**config.mk**
```make
export PLATFORM = sky130hd
export DESIGN_NAME = rbs_sqr_cell
export DESIGN_NICKNAME = d
export VERILOG_FILES = /design/src/rtl/core/rbs_pkg.sv /design/src/rtl/core/rbs_sqr_cell.sv
export SDC_FILE = /design/constraint.sdc
export NUM_CORES = 2
export LEC_CHECK = 0
export BUFFER_PORTS_ARGS = -buffer_cell sky130_fd_sc_hd__buf_2
export CELL_PAD_IN_SITES_DETAIL_PLACEMENT = 1
export CELL_PAD_IN_SITES_GLOBAL_PLACEMENT = 2
export CORE_MARGIN = 1
export CORE_UTILIZATION = 47
export DETAILED_ROUTE_END_ITERATION = 8
export GPL_TIMING_DRIVEN = 0
export PLACE_DENSITY_LB_ADDON = 0.1
export SETUP_SLACK_MARGIN = 0.2
export SLEW_MARGIN = 20
export SYNTH_ARGS = -nofsm -noshare
export SYNTH_HDL_FRONTEND = slang
export SYNTH_SLANG_ARGS = --single-unit
```
**constraint.sdc**
```tcl
create_clock -name clk -period 14.81 [get_ports clk]
set_input_delay 1.481 -clock clk [delete_from_list [all_inputs] [get_ports clk]]
set_output_delay 1.481 -clock clk [all_outputs]
set_load 0.01 [all_outputs]
```
**src/rtl/core/rbs_pkg.sv**
```systemverilog
package rbs_pkg;

  localparam int SQRT_STEPS = 16;
  localparam int DIV_STEPS  = 34;
  localparam int SQUARINGS  = 12;

  localparam logic [16:0] COS_ONE   = 17'd65536;
  localparam logic [33:0] K_CLAMP   = 34'h2_0000_0000;
  localparam logic [31:0] E_ONE     = 32'h8000_0000;
  localparam logic [16:0] RECIP_SIX = 17'd43691;

  typedef struct packed {
    logic [31:0] rem;
    logic [31:0] root;
    logic [31:0] adot;
    logic [15:0] eta;
    logic [15:0] omega;
  } rbs_sqrt_t;

  typedef struct packed {
    logic [15:0] rem_c;
    logic [15:0] rem_k;
    logic [33:0] num_c;
    logic [33:0] num_k;
    logic [33:0] quo_c;
    logic [33:0] quo_k;
    logic [15:0] div;
    logic [15:0] eta;
  } rbs_div_t;

  typedef struct packed {
    logic [31:0] e;
    logic        zero;
  } rbs_sqr_t;

endpackage

```
**src/rtl/core/rbs_sqr_cell.sv**
```systemverilog
module rbs_sqr_cell (
  input  logic             clk,
  input  logic             rst,
  input  logic             en,
  input  logic             vin,
  input  rbs_pkg::rbs_sqr_t din,
  output logic             vout,
  output rbs_pkg::rbs_sqr_t dout
);

  logic [63:0] prod;
  logic [63:0] rnd;

  always_comb begin
    prod = 64'(din.e) * 64'(din.e);
    rnd  = prod + 64'h4000_0000;
  end

  always_ff @(posedge clk) begin
    if (rst) begin
      vout <= 1'b0;
    end else if (en) begin
      vout <= vin;
    end
    if (en) begin
      dout.e    <= rnd[62:31];
      dout.zero <= din.zero;
    end
  end

`ifndef NO_ASSERTIONS
  a_e_bounded: assert property (@(posedge clk) disable iff (rst)
    vin && din.e <= rbs_pkg::E_ONE && en |=> dout.e <= rbs_pkg::E_ONE)
    else $error("squaring result above one");
`endif

endmodule

```
==> out/qor.txt <==
Die ar. -> 0.0649 mm^2
Clock Latency Late Sink -> 280 ps
Pin count of the biggest net entering global routing -> 35
Share of the yosys chip area belonging to registers -> 3.37%
CTS tree -> done
Area grow syn2layout -> 5.12%
Most area-hungry cell type in the Yosys netlist -> fa_1
Hold_buf cts -> 0
Mapped Avg Cell Area -> 9.61 um^2
Clk sinks -> 34
DRC -> 0
Vias -> 21229
Cts repair resizes -> 0
Clock Tree Buf Depth -> 2
Crit. End Element -> flip-flop
Final ANT Viol Nets -> 0
Final setup TNS -> 0 ps
Hold WS -> 495 ps
Startpoint types -> input pin
Setup Buffers After CTS -> 0
Max Freq -> 0.0911 GHz
Count leader, synth -> inv_1
First-pass GRT wire length -> 155000 um
HPWL Detailed -> 87800 um
Worst EP arrival -> 10990 ps
TritonRoute pass-1 iters -> 7
Cells after Synth -> 3123
WS Path Type -> input pin to flip-flop
Clk_skew -> 0 ps
Layout net count -> 4334
Post-Syn Area -> 0.0300 mm^2
Min-Delay Path Class -> flip-flop to flip-flop
Slew HR -> 16.2%
Seq cells post-synth -> 34
Die Height -> 255 um
Top cells by area, synth -> fa_1, inv_1, ha_1
Die Wd -> 255 um
Vias in the first global route -> 25041
Final GP Congestion -> 1.00
Top Ports -> 71
Crit Path Max Fanout -> 10
Initial Util -> 47.6%
CTS Buf Count -> 5
Initial drt markers -> 1080
Root Driver -> clkbuf_16
Mean number of vias per cell -> 5.25
Fraction of registers with async set/reset -> 0%
Top-area cell type share of the netlist area -> 54.0%
Pre-CTS WS -> 3760 ps
Final Hold Fails -> 0
Status -> complete, no violations
Max cap viols -> 0
Slew Limit Fails -> 0
Worst path required time -> 14830 ps
Wire per inst -> 25.4 um
Post-synth top cells -> inv_1, fa_1, ha_1
Slew @ Worst Pin -> 1260 ps
Synth unique cells -> 64
Fin crit period -> 10970 ps
GRT Resource Usage Total -> 33.3%
Setup violations, final -> 0
Period utilization -> 74.1%
EDFF count, synth -> 33
Clock transition at the registers of the reported paths -> 50 ps
Final WS setup -> 3840 ps
Cell Rows -> 92
Most common flop cell mapped by yosys -> edfxtp_1
Syn nets -> 4261
Count of input and output buffers -> 66
Total gr overflow -> 0
RSZ-0062 raised after global routing -> false
Antenna violations before repair -> 10
Final WL -> 103000 um
CORE AREA -> 0.0631 mm^2
Share of cells above drive strength 1 -> 3.13%
Ys Warns -> 0
H-tree depth -> 2
[logic make-up after synthesis]
| kind of cell | after synthesis | synth area share (%) |
|---|---|---|
| adder cells (fa/ha/maj) | 1101 | 66.2 |
| multiplexers | 6 | 0.208 |
| AO/OA/AOI/OAI | 183 | 4.12 |
| buffers and inverters | 1109 | 13.9 |
| XOR/XNOR | 63 | 1.84 |
| flip-flops | 34 | 3.37 |
| AND/OR/NAND/NOR | 627 | 10.4 |
[cells in the final DEF (no fill, tap or decap), types with 13 or more instances in the layout]
| master | Yosys | routed |
|---|---|---|
| xor2_1 | 22 | 22 |
| ha_1 | 291 | 291 |
| nand4_1 | 13 | 13 |
| edfxtp_1 | 33 | 33 |
| nand2_1 | 259 | 259 |
| fa_1 | 810 | 810 |
| a21o_1 | 25 | 25 |
| xnor2_1 | 41 | 41 |
| inv_1 | 1000 | 1000 |
| and2_1 | 250 | 250 |
| a21oi_1 | 59 | 59 |
| nor2_1 | 51 | 51 |
| clkbuf_1 | 106 | 105 |
| nand3_1 | 17 | 17 |
| o21ai_0 | 26 | 26 |
| buf_2 | 0 | 66 |
[layer usage]
layer,up-vias,wire length (um),track usage (%)
met5,-,13,0
met4,2,6780,17.3
met3,218,4510,3.82
met2,525,52900,59.5
met1,11383,38300,39.3
li1,9101,-,-
[final timing paths]
check                           startpoint  endpoint  slack, ps  depth (start not counted)
worst max register to register        vout      vout      14230                          2
worst min-delay path                  vout      vout        500                          2
worst min register to register        vout      vout        500                          2
worst max-delay path               din[19]  dout[23]       3840                         27
[worst max-delay path, stage by stage]
cell,delay (ps)
buf_2,140
clkbuf_1,870
clkbuf_1,990
nand2_1,350
fa_1,540
fa_1,490
inv_1,60
fa_1,500
inv_1,60
fa_1,530
inv_1,60
fa_1,490
fa_1,530
fa_1,510
inv_1,50
fa_1,560
inv_1,110
ha_1,320
a21o_1,170
nand3_1,70
a21o_1,150
a31oi_1,100
nor3_1,710
o31ai_1,330
a31oi_1,440
o221ai_1,200
xnor2_1,180
[registers in the layout (all words and copies together) (netlist names)]
register	flops
vout	1
dout	33
[per-stage QoR]
step           instances  utilization, %  instance area [um^2]
6_report            4046            50.0                 31600
5_1_grt             4043            50.0                 31500
4_1_cts             4043            50.0                 31500
3_5_place_dp        4035            49.8                 31400
3_3_place_gp        4035            49.8                 31400
2_1_floorplan       3123               -                 30000
[area by class of cell]
cell class / instances / area [um^2]
clock inverters: 2 / 8.76
flip-flops and latches: 34 / 1010
clock buffers: 6 / 129
fillers: 7414 / 31500
plain buffers: 108 / 415
inverters: 1001 / 3760
diodes: 3 / 7.51
multi-input cells: 1980 / 24800
well taps: 846 / 1060
repair buffers: 66 / 330
Power is not shown: default switching activity piles up to over one toggle a cycle in this logic, so the estimate is an artifact.
