`src/rtl/core/rbs_pkg.sv`:
```
package rbs_pkg;

  localparam int SQRT_STEPS = 16;
  localparam int DIV_STEPS  = 34;
  localparam int SQUARINGS  = 12;

  localparam logic [16:0] COS_ONE   = 17'd65536;
  localparam logic [33:0] K_CLAMP   = 34'h2_0000_0000;
  localparam logic [31:0] E_ONE     = 32'h8000_0000;
  localparam logic [16:0] RECIP_SIX = 17'd43691;

  typedef struct packed {
    logic [31:0] rem;
    logic [31:0] root;
    logic [31:0] adot;
    logic [15:0] eta;
    logic [15:0] omega;
  } rbs_sqrt_t;

  typedef struct packed {
    logic [15:0] rem_c;
    logic [15:0] rem_k;
    logic [33:0] num_c;
    logic [33:0] num_k;
    logic [33:0] quo_c;
    logic [33:0] quo_k;
    logic [15:0] div;
    logic [15:0] eta;
  } rbs_div_t;

  typedef struct packed {
    logic [31:0] e;
    logic        zero;
  } rbs_sqr_t;

endpackage

```
`src/rtl/core/rbs_sqrt_cell.sv`:
```
module rbs_sqrt_cell #(
  parameter int BIT_POS = 30
) (
  input  logic              clk,
  input  logic              rst,
  input  logic              en,
  input  logic              vin,
  input  rbs_pkg::rbs_sqrt_t din,
  output logic              vout,
  output rbs_pkg::rbs_sqrt_t dout
);

  localparam logic [32:0] BIT = 33'd1 << BIT_POS;

  logic [32:0]        trial;
  rbs_pkg::rbs_sqrt_t dout_next;

  always_comb begin
    trial = {1'b0, din.root} + BIT;
    dout_next = din;
    if ({1'b0, din.rem} >= trial) begin
      dout_next.rem  = 32'(({1'b0, din.rem} - trial));
      dout_next.root = 32'(({1'b0, din.root} >> 1) + BIT);
    end else begin
      dout_next.root = din.root >> 1;
    end
  end

  always_ff @(posedge clk) begin
    if (rst) begin
      vout <= 1'b0;
    end else if (en) begin
      vout <= vin;
    end
    if (en) begin
      dout <= dout_next;
    end
  end

endmodule

```
`config.mk`:
```
export PLATFORM = sky130hd
export DESIGN_NAME = rbs_sqrt_cell
export DESIGN_NICKNAME = d
export VERILOG_FILES = /design/src/rtl/core/rbs_pkg.sv /design/src/rtl/core/rbs_sqrt_cell.sv
export SDC_FILE = /design/constraint.sdc
export NUM_CORES = 1
export LEC_CHECK = 0
export ABC_AREA = 1
export BUFFER_PORTS_ARGS = -buffer_cell sky130_fd_sc_hd__buf_2
export CORE_UTILIZATION = 50
export CTS_CLUSTER_DIAMETER = 40
export DETAILED_ROUTE_END_ITERATION = 7
export PLACE_DENSITY = 0.81
export SLEW_MARGIN = 40
export SYNTH_ARGS = -nofsm -noshare
export SYNTH_HDL_FRONTEND = slang
export SYNTH_SLANG_ARGS = --single-unit
```
`constraint.sdc`:
```
create_clock -name clk -period 2.85 [get_ports clk]
set_clock_uncertainty 0.1 [all_clocks]
set_input_delay 0.1425 -clock clk [delete_from_list [all_inputs] [get_ports clk]]
set_output_delay 0.1425 -clock clk [all_outputs]
set_load 0.01 [all_outputs]
```
==> results.sh <==
export IMPL_synth_seq_cells=129
export IMPL_gr_max_usage_layer="met2"
export IMPL_p_switching_mw=1.695
export IMPL_clock_latency_ns=0.42
export IMPL_arrival_ns=2.87
export IMPL_cp_slowest_cell="dlygate4sd3_1"
export IMPL_hp_class="in -> reg"
export IMPL_synthTopCellsByArea="edfxtp_1 (55%), nand2_1 (16%), inv_1 (8.2%)"
export IMPL_p_comb_share_pct=21.9
export IMPL_timing_fmax_mhz=371.7
export IMPL_slowest_delay_ns=0.53
export IMPL_yosysUniqueCellTypes=29
export IMPL_grt_pass1_vias=6750
export IMPL_remaining_drc_errors=0
export IMPL_wire_per_inst_um=17.14
export IMPL_netSwitchingFraction_pct=28.74
export IMPL_avgSynthCellArea_um2=8.890
export IMPL_initial_core_util_pct=52.01
export IMPL_status="completed"
export IMPL_cts_buffers=17
export IMPL_p_leak_nw=5.288
export IMPL_worstMarginPinSlew_ns=0.6704
export IMPL_grt_overflow_total=0
export IMPL_rsz0062_at_grt="false"
export IMPL_hold_buffers=127
export IMPL_gp_congestion=0.9180
export IMPL_die_h_um=120.3
export IMPL_cp_common_cell="nand2_1"
export IMPL_grt_use_met3_pct=9.340
export IMPL_ioPinCount=261
export IMPL_cts_tree="built"
export IMPL_hpwl_mm=15.00
export IMPL_required_ns=3.03
export IMPL_grt_use_met1_pct=37.52
export IMPL_setup_ws_ns=0.1596
export IMPL_syn_nets=953
export IMPL_hold_viol=0
export IMPL_fin_nets=1356
export IMPL_layout_min_cycle_time_ns=2.690
export IMPL_syn_cell_area_um2=6997
export IMPL_cts_resized=0
export IMPL_routed_wirelength_mm=23.64
export IMPL_coreArea_um2=13450
export IMPL_vias_per_cell=4.896
export IMPL_place_ws_ns=0.3464
export IMPL_crit_buf_inv=5
export IMPL_yosysSeqAreaShare_pct=55.22
export IMPL_ys_warn_count=0
export IMPL_pwr_share_clk_pct=37.9
export IMPL_worst_setup_path_type="in -> reg"
export IMPL_use_met2_pct=59.52
export IMPL_p_int_mw=4.202
export IMPL_yosysTopAreaCell="edfxtp_1"
export IMPL_antenna_found_initial=0
export IMPL_crit_chain="dlygate4sd3_1 > buf_2 > ha_1 > inv_1 > ha_1 > inv_1 > nor2_1 > nand2_1 > o21ai_0 > a21oi_1 > nand2_1 > nor2_2 > nand2_8 > inv_4 > nand2_1 > nand2_1"
export IMPL_cts_sinks=129
export IMPL_synth_top_area_share_pct=54.94
export IMPL_clk_pin_slew_ns=0.06
export IMPL_port_buffers=260
export IMPL_synth_cells=787
export IMPL_drive_above_1_share_pct=26.27
export IMPL_antenna_cells=0
export IMPL_grt_usage_pct=33.55
export IMPL_grt_max_degree=69
export IMPL_areaGrowthSynthToFinish_pct=48.10
export IMPL_final_antenna_net_count=0
export IMPL_total_power_mw=5.897
export IMPL_cts_root_buffer="clkbuf_16"
export IMPL_end_kind="register"
export IMPL_vdd_ir_drop_worst_mv=0.4402
export IMPL_cts_max_path_buffers=2
export IMPL_die_w_um=120.3
export IMPL_setup_tns_ns=0
export IMPL_pwr_share_seq_pct=40.2
export IMPL_mostFrequentLayoutCells="nand2_1 (300), buf_2 (259), inv_1 (153)"
export IMPL_start_kind="primary input"
export IMPL_cp_max_fo=32
export IMPL_first_iter_violations=507
export IMPL_placementRows=42
export IMPL_maxCapViolCount=0
export IMPL_finalCritPeriodShare_pct=94.40
export IMPL_slew_limit_headroom_pct=55.31
export IMPL_mostFrequentLayoutCell="nand2_1"
export IMPL_setup_violations_final=0
export IMPL_power_density_nw_per_um2=569.1
export IMPL_grt_pass1_wl_mm=35.91
export IMPL_cts_max_level=4
export IMPL_via_count=6751
export IMPL_cts_post_setup_buffers_inserted=0
export IMPL_crit_family="buffers and inverters"
export IMPL_slew_violations=0
export IMPL_die_area_um2=14470
export IMPL_firstDrtPassIters=5
==> registers in the layout, summed over array words and instances, names as in the netlist <==
| name | cells |
|---|---|
| vout | 1 |
| dout | 128 |
==> per-stage QoR <==
step	area (um2)	std cells	hold slack, ns	util, %
after floorplan	6997	787	0.1149	-
after global placement	8498	1220	0.2046	63.17
after detailed placement	8498	1220	0.2143	63.17
after CTS	10360	1379	0.04220	77.03
after global routing	10360	1379	0.07364	77.03
final	10360	1379	0.07157	77.03
==> area by class of cell <==
cell class / instances / area (um2)
Multi-Input combinational cell: 497 / 2484
Timing Repair Buffer: 391 / 2621
Clock buffer: 18 / 429.2
Fill cell: 909 / 3090
Sequential cell: 129 / 3864
Inverter: 154 / 580.6
Clock inverter: 14 / 163.9
Tap cell: 176 / 220.2
==> cell families (layout without fill, tap and decap cells) <==
| kind of cell | Yosys count | in the layout | synth area share, % |
|---|---|---|---|
| buf+inv | 161 | 577 | 9.281 |
| flops | 129 | 129 | 55.22 |
| fa+ha+maj | 34 | 34 | 6.187 |
| simple gates | 423 | 423 | 25.59 |
| compound gates | 25 | 25 | 1.824 |
| xor+xnor | 14 | 14 | 1.753 |
| mux | 1 | 1 | 0.1431 |
==> worst paths after layout <==
kind | from | end | slack (ns) | cells past startpoint
setup reg to reg | vout | vout | 1.58 | 3
hold reg to reg | vout | vout | 1.00 | 3
hold / removal | din[96] | dout[96] | 0.07 | 3
setup / recovery | din[94] | dout[107] | 0.16 | 16
==> routing by layer <==
metal,vias to the layer above,part of all wire [%]
met5,-,0
li1,3287,-
met2,328,51
met1,3078,38
met3,58,7.6
met4,0,3.7
==> worst reg2reg max path, stage by stage (launching register included) <==
cell	delay [ns]
dfxtp_1	0.30
mux2i_1	0.13
nor2_1	0.07
dlygate4sd3_1	0.56
==> synth_stat cells (all sizes together) <==
cell and n:
nand3b 10, mux2i 1, ha 33, nand4 3, a21o 1, edfxtp 128
dfxtp 1, a21oi 21, inv 154, xor2 13, nand2 315, and2 8
o21ai 3, nor2 42, xnor2 1, fa 1, nor3 8, nand3 37
buf 7
==> power by group through the flow <==
stage	Combinational (mW)	Sequential [mW]	Clock, mW
after floorplan	0.547	2.50	0
after global placement	1.08	2.39	0
after detailed placement	1.11	2.39	0
after CTS	1.25	2.36	2.20
after global routing	1.41	2.38	2.35
final	1.29	2.37	2.23
Power figures use the tool's default switching activity.
