[config.mk]
export PLATFORM = sky130hd
export DESIGN_NAME = rbs_div_cell
export DESIGN_NICKNAME = d
export VERILOG_FILES = /design/src/rtl/core/rbs_pkg.sv /design/src/rtl/core/rbs_div_cell.sv
export SDC_FILE = /design/constraint.sdc
export NUM_CORES = 1
export LEC_CHECK = 0
export BUFFER_PORTS_ARGS = -buffer_cell sky130_fd_sc_hd__buf_2
export CAP_MARGIN = 40
export CORE_AREA = 2 2 159 161
export DETAILED_ROUTE_END_ITERATION = 8
export DIE_AREA = 0 0 161 163
export PLACE_DENSITY = 0.72
export SYNTH_ARGS = -nofsm -noshare
export SYNTH_HDL_FRONTEND = slang
export SYNTH_SLANG_ARGS = --single-unit
[constraint.sdc]
create_clock -name clk -period 2.49 [get_ports clk]
set_input_delay 0.1245 -clock clk [delete_from_list [all_inputs] [get_ports clk]]
set_output_delay 0.1245 -clock clk [all_outputs]
set_load 0.02 [all_outputs]
[src/rtl/core/rbs_pkg.sv]
package rbs_pkg;

  localparam int SQRT_STEPS = 16;
  localparam int DIV_STEPS  = 34;
  localparam int SQUARINGS  = 12;

  localparam logic [16:0] COS_ONE   = 17'd65536;
  localparam logic [33:0] K_CLAMP   = 34'h2_0000_0000;
  localparam logic [31:0] E_ONE     = 32'h8000_0000;
  localparam logic [16:0] RECIP_SIX = 17'd43691;

  typedef struct packed {
    logic [31:0] rem;
    logic [31:0] root;
    logic [31:0] adot;
    logic [15:0] eta;
    logic [15:0] omega;
  } rbs_sqrt_t;

  typedef struct packed {
    logic [15:0] rem_c;
    logic [15:0] rem_k;
    logic [33:0] num_c;
    logic [33:0] num_k;
    logic [33:0] quo_c;
    logic [33:0] quo_k;
    logic [15:0] div;
    logic [15:0] eta;
  } rbs_div_t;

  typedef struct packed {
    logic [31:0] e;
    logic        zero;
  } rbs_sqr_t;

endpackage

[src/rtl/core/rbs_div_cell.sv]
module rbs_div_cell (
  input  logic             clk,
  input  logic             rst,
  input  logic             en,
  input  logic             vin,
  input  rbs_pkg::rbs_div_t din,
  output logic             vout,
  output rbs_pkg::rbs_div_t dout
);

  logic [16:0]       sh_c;
  logic [16:0]       sh_k;
  logic              ge_c;
  logic              ge_k;
  rbs_pkg::rbs_div_t dout_next;

  // one restoring step for both quotients against the shared divisor
  always_comb begin
    sh_c = {din.rem_c, din.num_c[33]};
    sh_k = {din.rem_k, din.num_k[33]};
    ge_c = sh_c >= {1'b0, din.div};
    ge_k = sh_k >= {1'b0, din.div};
    dout_next       = din;
    dout_next.num_c = {din.num_c[32:0], 1'b0};
    dout_next.num_k = {din.num_k[32:0], 1'b0};
    dout_next.rem_c = ge_c ? 16'(sh_c - {1'b0, din.div}) : sh_c[15:0];
    dout_next.rem_k = ge_k ? 16'(sh_k - {1'b0, din.div}) : sh_k[15:0];
    dout_next.quo_c = {din.quo_c[32:0], ge_c};
    dout_next.quo_k = {din.quo_k[32:0], ge_k};
  end

  always_ff @(posedge clk) begin
    if (rst) begin
      vout <= 1'b0;
    end else if (en) begin
      vout <= vin;
    end
    if (en) begin
      dout <= dout_next;
    end
  end

`ifndef NO_ASSERTIONS
  a_rem_below_div: assert property (@(posedge clk) disable iff (rst)
    vout && dout.div != 16'd0 |-> dout.rem_c < dout.div && dout.rem_k < dout.div)
    else $error("divider remainder not below divisor");
`endif

endmodule

==> flow_summary.ini <==
[status]
status = complete, no violations

[detailed_routing]
num_vias = 7050
firstDrtPassIters = 5
routed_wl_microns = 30400
wl_per_cell_microns = 20.6
routed-wl-met2_microns = 14500
wl_met1_microns = 12100
top_layer_used = met5
vias_per_cell = 4.79
ant_nets = 0
first_iter_violations = 572
drc = 0
dr_wl_met3_microns = 2350

[power_and_ir_drop]
total_power_mw = 8.94
leakage_nw = 5.76
p_per_area_mw_per_mm2 = 672
peakVddDrop_v = 0.000372

[critical_path]
critPathTopFamily = compound AO/OA/AOI/OAI gates
worstReg2RegEnd = vout$_SDFFE_PP0P_
path_class = input pin to flip-flop
critPathMaxStageDelay_ns = 0.52
cp_cell_sequence = dlygate4sd3_1 -> buf_2 -> inv_1 -> ha_1 -> nand2_1 -> o21ai_0 -> nor3_1 -> a2111oi_1 -> buf_4 -> mux2_4
arrival_ns = 2.75
critPathBufInv = 4
reg2reg_depth = 3
cpMaxStageDelayCell = dlygate4sd3_1
cp-start-kind = input pin
r2r_start = vout$_SDFFE_PP0P_
critPathMaxFanout = 7
crit_path_end_kind = flip-flop
cp.required_ns = 2.80
reg2reg_slack_ns = 1.33

[global_routing]
grt-ovfl-total = 0
grt.total_usage_pct = 22.4
grt_antenna_before_repair = 5
grt_max_degree = 62
grt_pass1_vias = 7025
grt_first_pass_wirelength_microns = 43100

[synthesis]
avgSynthCellArea_sq_um = 16.0
yosys.area.top_type = edfxtp_1
yosysUniqueCellTypes = 68
synthTopCellsByCount = edfxtp_1, ha_1, nand2_1
async_flop_share_pct = 0
synth_top_area_share_pct = 72.3
ys_warn_count = 0
synthTopCellsByArea = edfxtp_1, ha_1, o21ai_0
synth-seq-cells = 199
synth_edf_count = 198
syn_area_sq_mm = 0.00823
synth_most_common_cell = edfxtp_1
synth_cells = 514
synth_ff_type = edfxtp_1
ys_seq_area_share_pct = 72.5

[placed_design]
dpl_worst_slack_ns = -0.0455
portBuffers = 400
dp_hpwl_microns = 22000
place_congestion = 0.915

[timing]
maxClockFrequency_mhz = 410
fin_ws_ns = 0.0521
fin_crit_ns = 2.44
slew_viol_final = 0
hold_viol = 0
skew_ns = 0
final-setup-viol-count = 0
period_share_pct = 97.9
max_slew_margin_pct = 67.2
rsz0062_at_grt = true
tightest_slew_ns = 0.487

[floorplanning]
initial_utilization_pct = 33.3
top_level_ports = 405
die_w_microns = 161
floorplan.rows = 58
core-area_sq_mm = 0.0247
die-area_sq_mm = 0.0262
die_y_microns = 163

[min_path]
hold_end = dout[188]$_DFFE_PP_
min_from = din[187]
hp-class = input pin to flip-flop
hold_depth = 2

[clock_network]
cts_root_buffer = clkbuf_16
htree_levels = 4
clk_latency_ns = 0.43
cts_buffers = 17
clock-sinks = 199
tritoncts = built
clockBufferDepth = 2
path_clk_slew_ns = 0.07

[run]
cap_violations = 0

[finish]
nets = 1368
drive_gt1_share_pct = 44.6
area_delta_synth_final_pct = 61.8
fillers = 2067
fin_util_pct = 54.0
worst reg2reg max path, cell delays in order (launching register included):
cell and delay [ns]:
dfxtp_1 0.32, mux2i_1 0.13, nor2_1 0.05, dlygate4sd3_1 0.56
timing repair:
item                                    in CTS  in global routing
gates resized for setup                      0                 14
endpoints found under the hold margin      171                  0
endpoints found under the setup margin       0                 22
hold buffers                               172                  0
setup buffers                                0                  2
registers in the layout, indices dropped and copies added, names as in the netlist:
signal and count:
dout 198, vout 1
cell families after synthesis:
family | count (synthesis) | synth area share (%)
buf+inv | 37 | 2.21
xor+xnor | 18 | 1.92
simple gates | 99 | 6.28
flops | 199 | 72.5
fa+ha+maj | 34 | 5.35
mux | 15 | 2.13
compound gates | 111 | 9.54
other cells | 1 | 0.0456
cell type report:
cell class,count,area (sq um),share of cell area (%)
sequential,199,5970,44.8
clock buffer,17,425,3.20
multi-input combinational,279,2150,16.2
timing repair buffer,610,4080,30.7
inverter,23,86.3,0.649
antenna,1,2.50,0.0188
tap,330,413,3.10
clock inverter,14,183,1.37
report_power, final:
part           internal [mW]  switching, mW  leakage [nW]
registers               4.04         0.0822          1.95
clock network           1.37           1.46         0.292
logic                  0.846           1.14          3.52
total                   6.26           2.68          5.76
metrics by stage:
| step | setup TNS [ns] | instances | hold WS [ns] | instance area, sq um |
|---|---|---|---|---|
| CTS | 0 | 1470 | 0.00156 | 13200 |
| detailed placement | -0.0547 | 1267 | 0.290 | 10900 |
| finish | 0 | 1473 | 0.0156 | 13300 |
| global placement | 0 | 1267 | 0.286 | 10900 |
| floorplan | 0 | 515 | 0.197 | 8230 |
| global route | -0.0216 | 1472 | 0.0110 | 13300 |
worst max-delay path by stage:
stage / start / depth (start not counted) / endpoint / slack [ns]
final: din[28] / 10 / dout[198]$_DFFE_PP_ / 0.05
after global routing: din[20] / 10 / dout[178]$_DFFE_PP_ / -0.02
after CTS: din[20] / 11 / dout[198]$_DFFE_PP_ / 0.03
after detailed placement: din[167] / 11 / dout[198]$_DFFE_PP_ / -0.05
after global placement: din[167] / 11 / dout[198]$_DFFE_PP_ / 0.006
after floorplan: din[17] / 10 / dout[194]$_DFFE_PP_ / 0.21
per-layer routing:
layer	GRT usage [%]	vias to the layer above
met4	10.8	8
met1	27.4	3404
met2	36.4	348
met5	0	-
met3	6.62	71
li1	-	3219
layout by cell type (no fill, tap or decap), types with 11 or more instances in the layout:
| master | instances |
|---|---|
| edfxtp_1 | 198 |
| a21o_1 | 12 |
| buf_2 | 399 |
| inv_1 | 21 |
| nand2_1 | 29 |
| ha_1 | 29 |
| buf_4 | 32 |
| dlygate4sd3_1 | 172 |
| clkbuf_16 | 17 |
| a21oi_1 | 19 |
| nor2_1 | 11 |
| o21ai_0 | 20 |
Note: power is estimated with default switching activity, not from simulation.
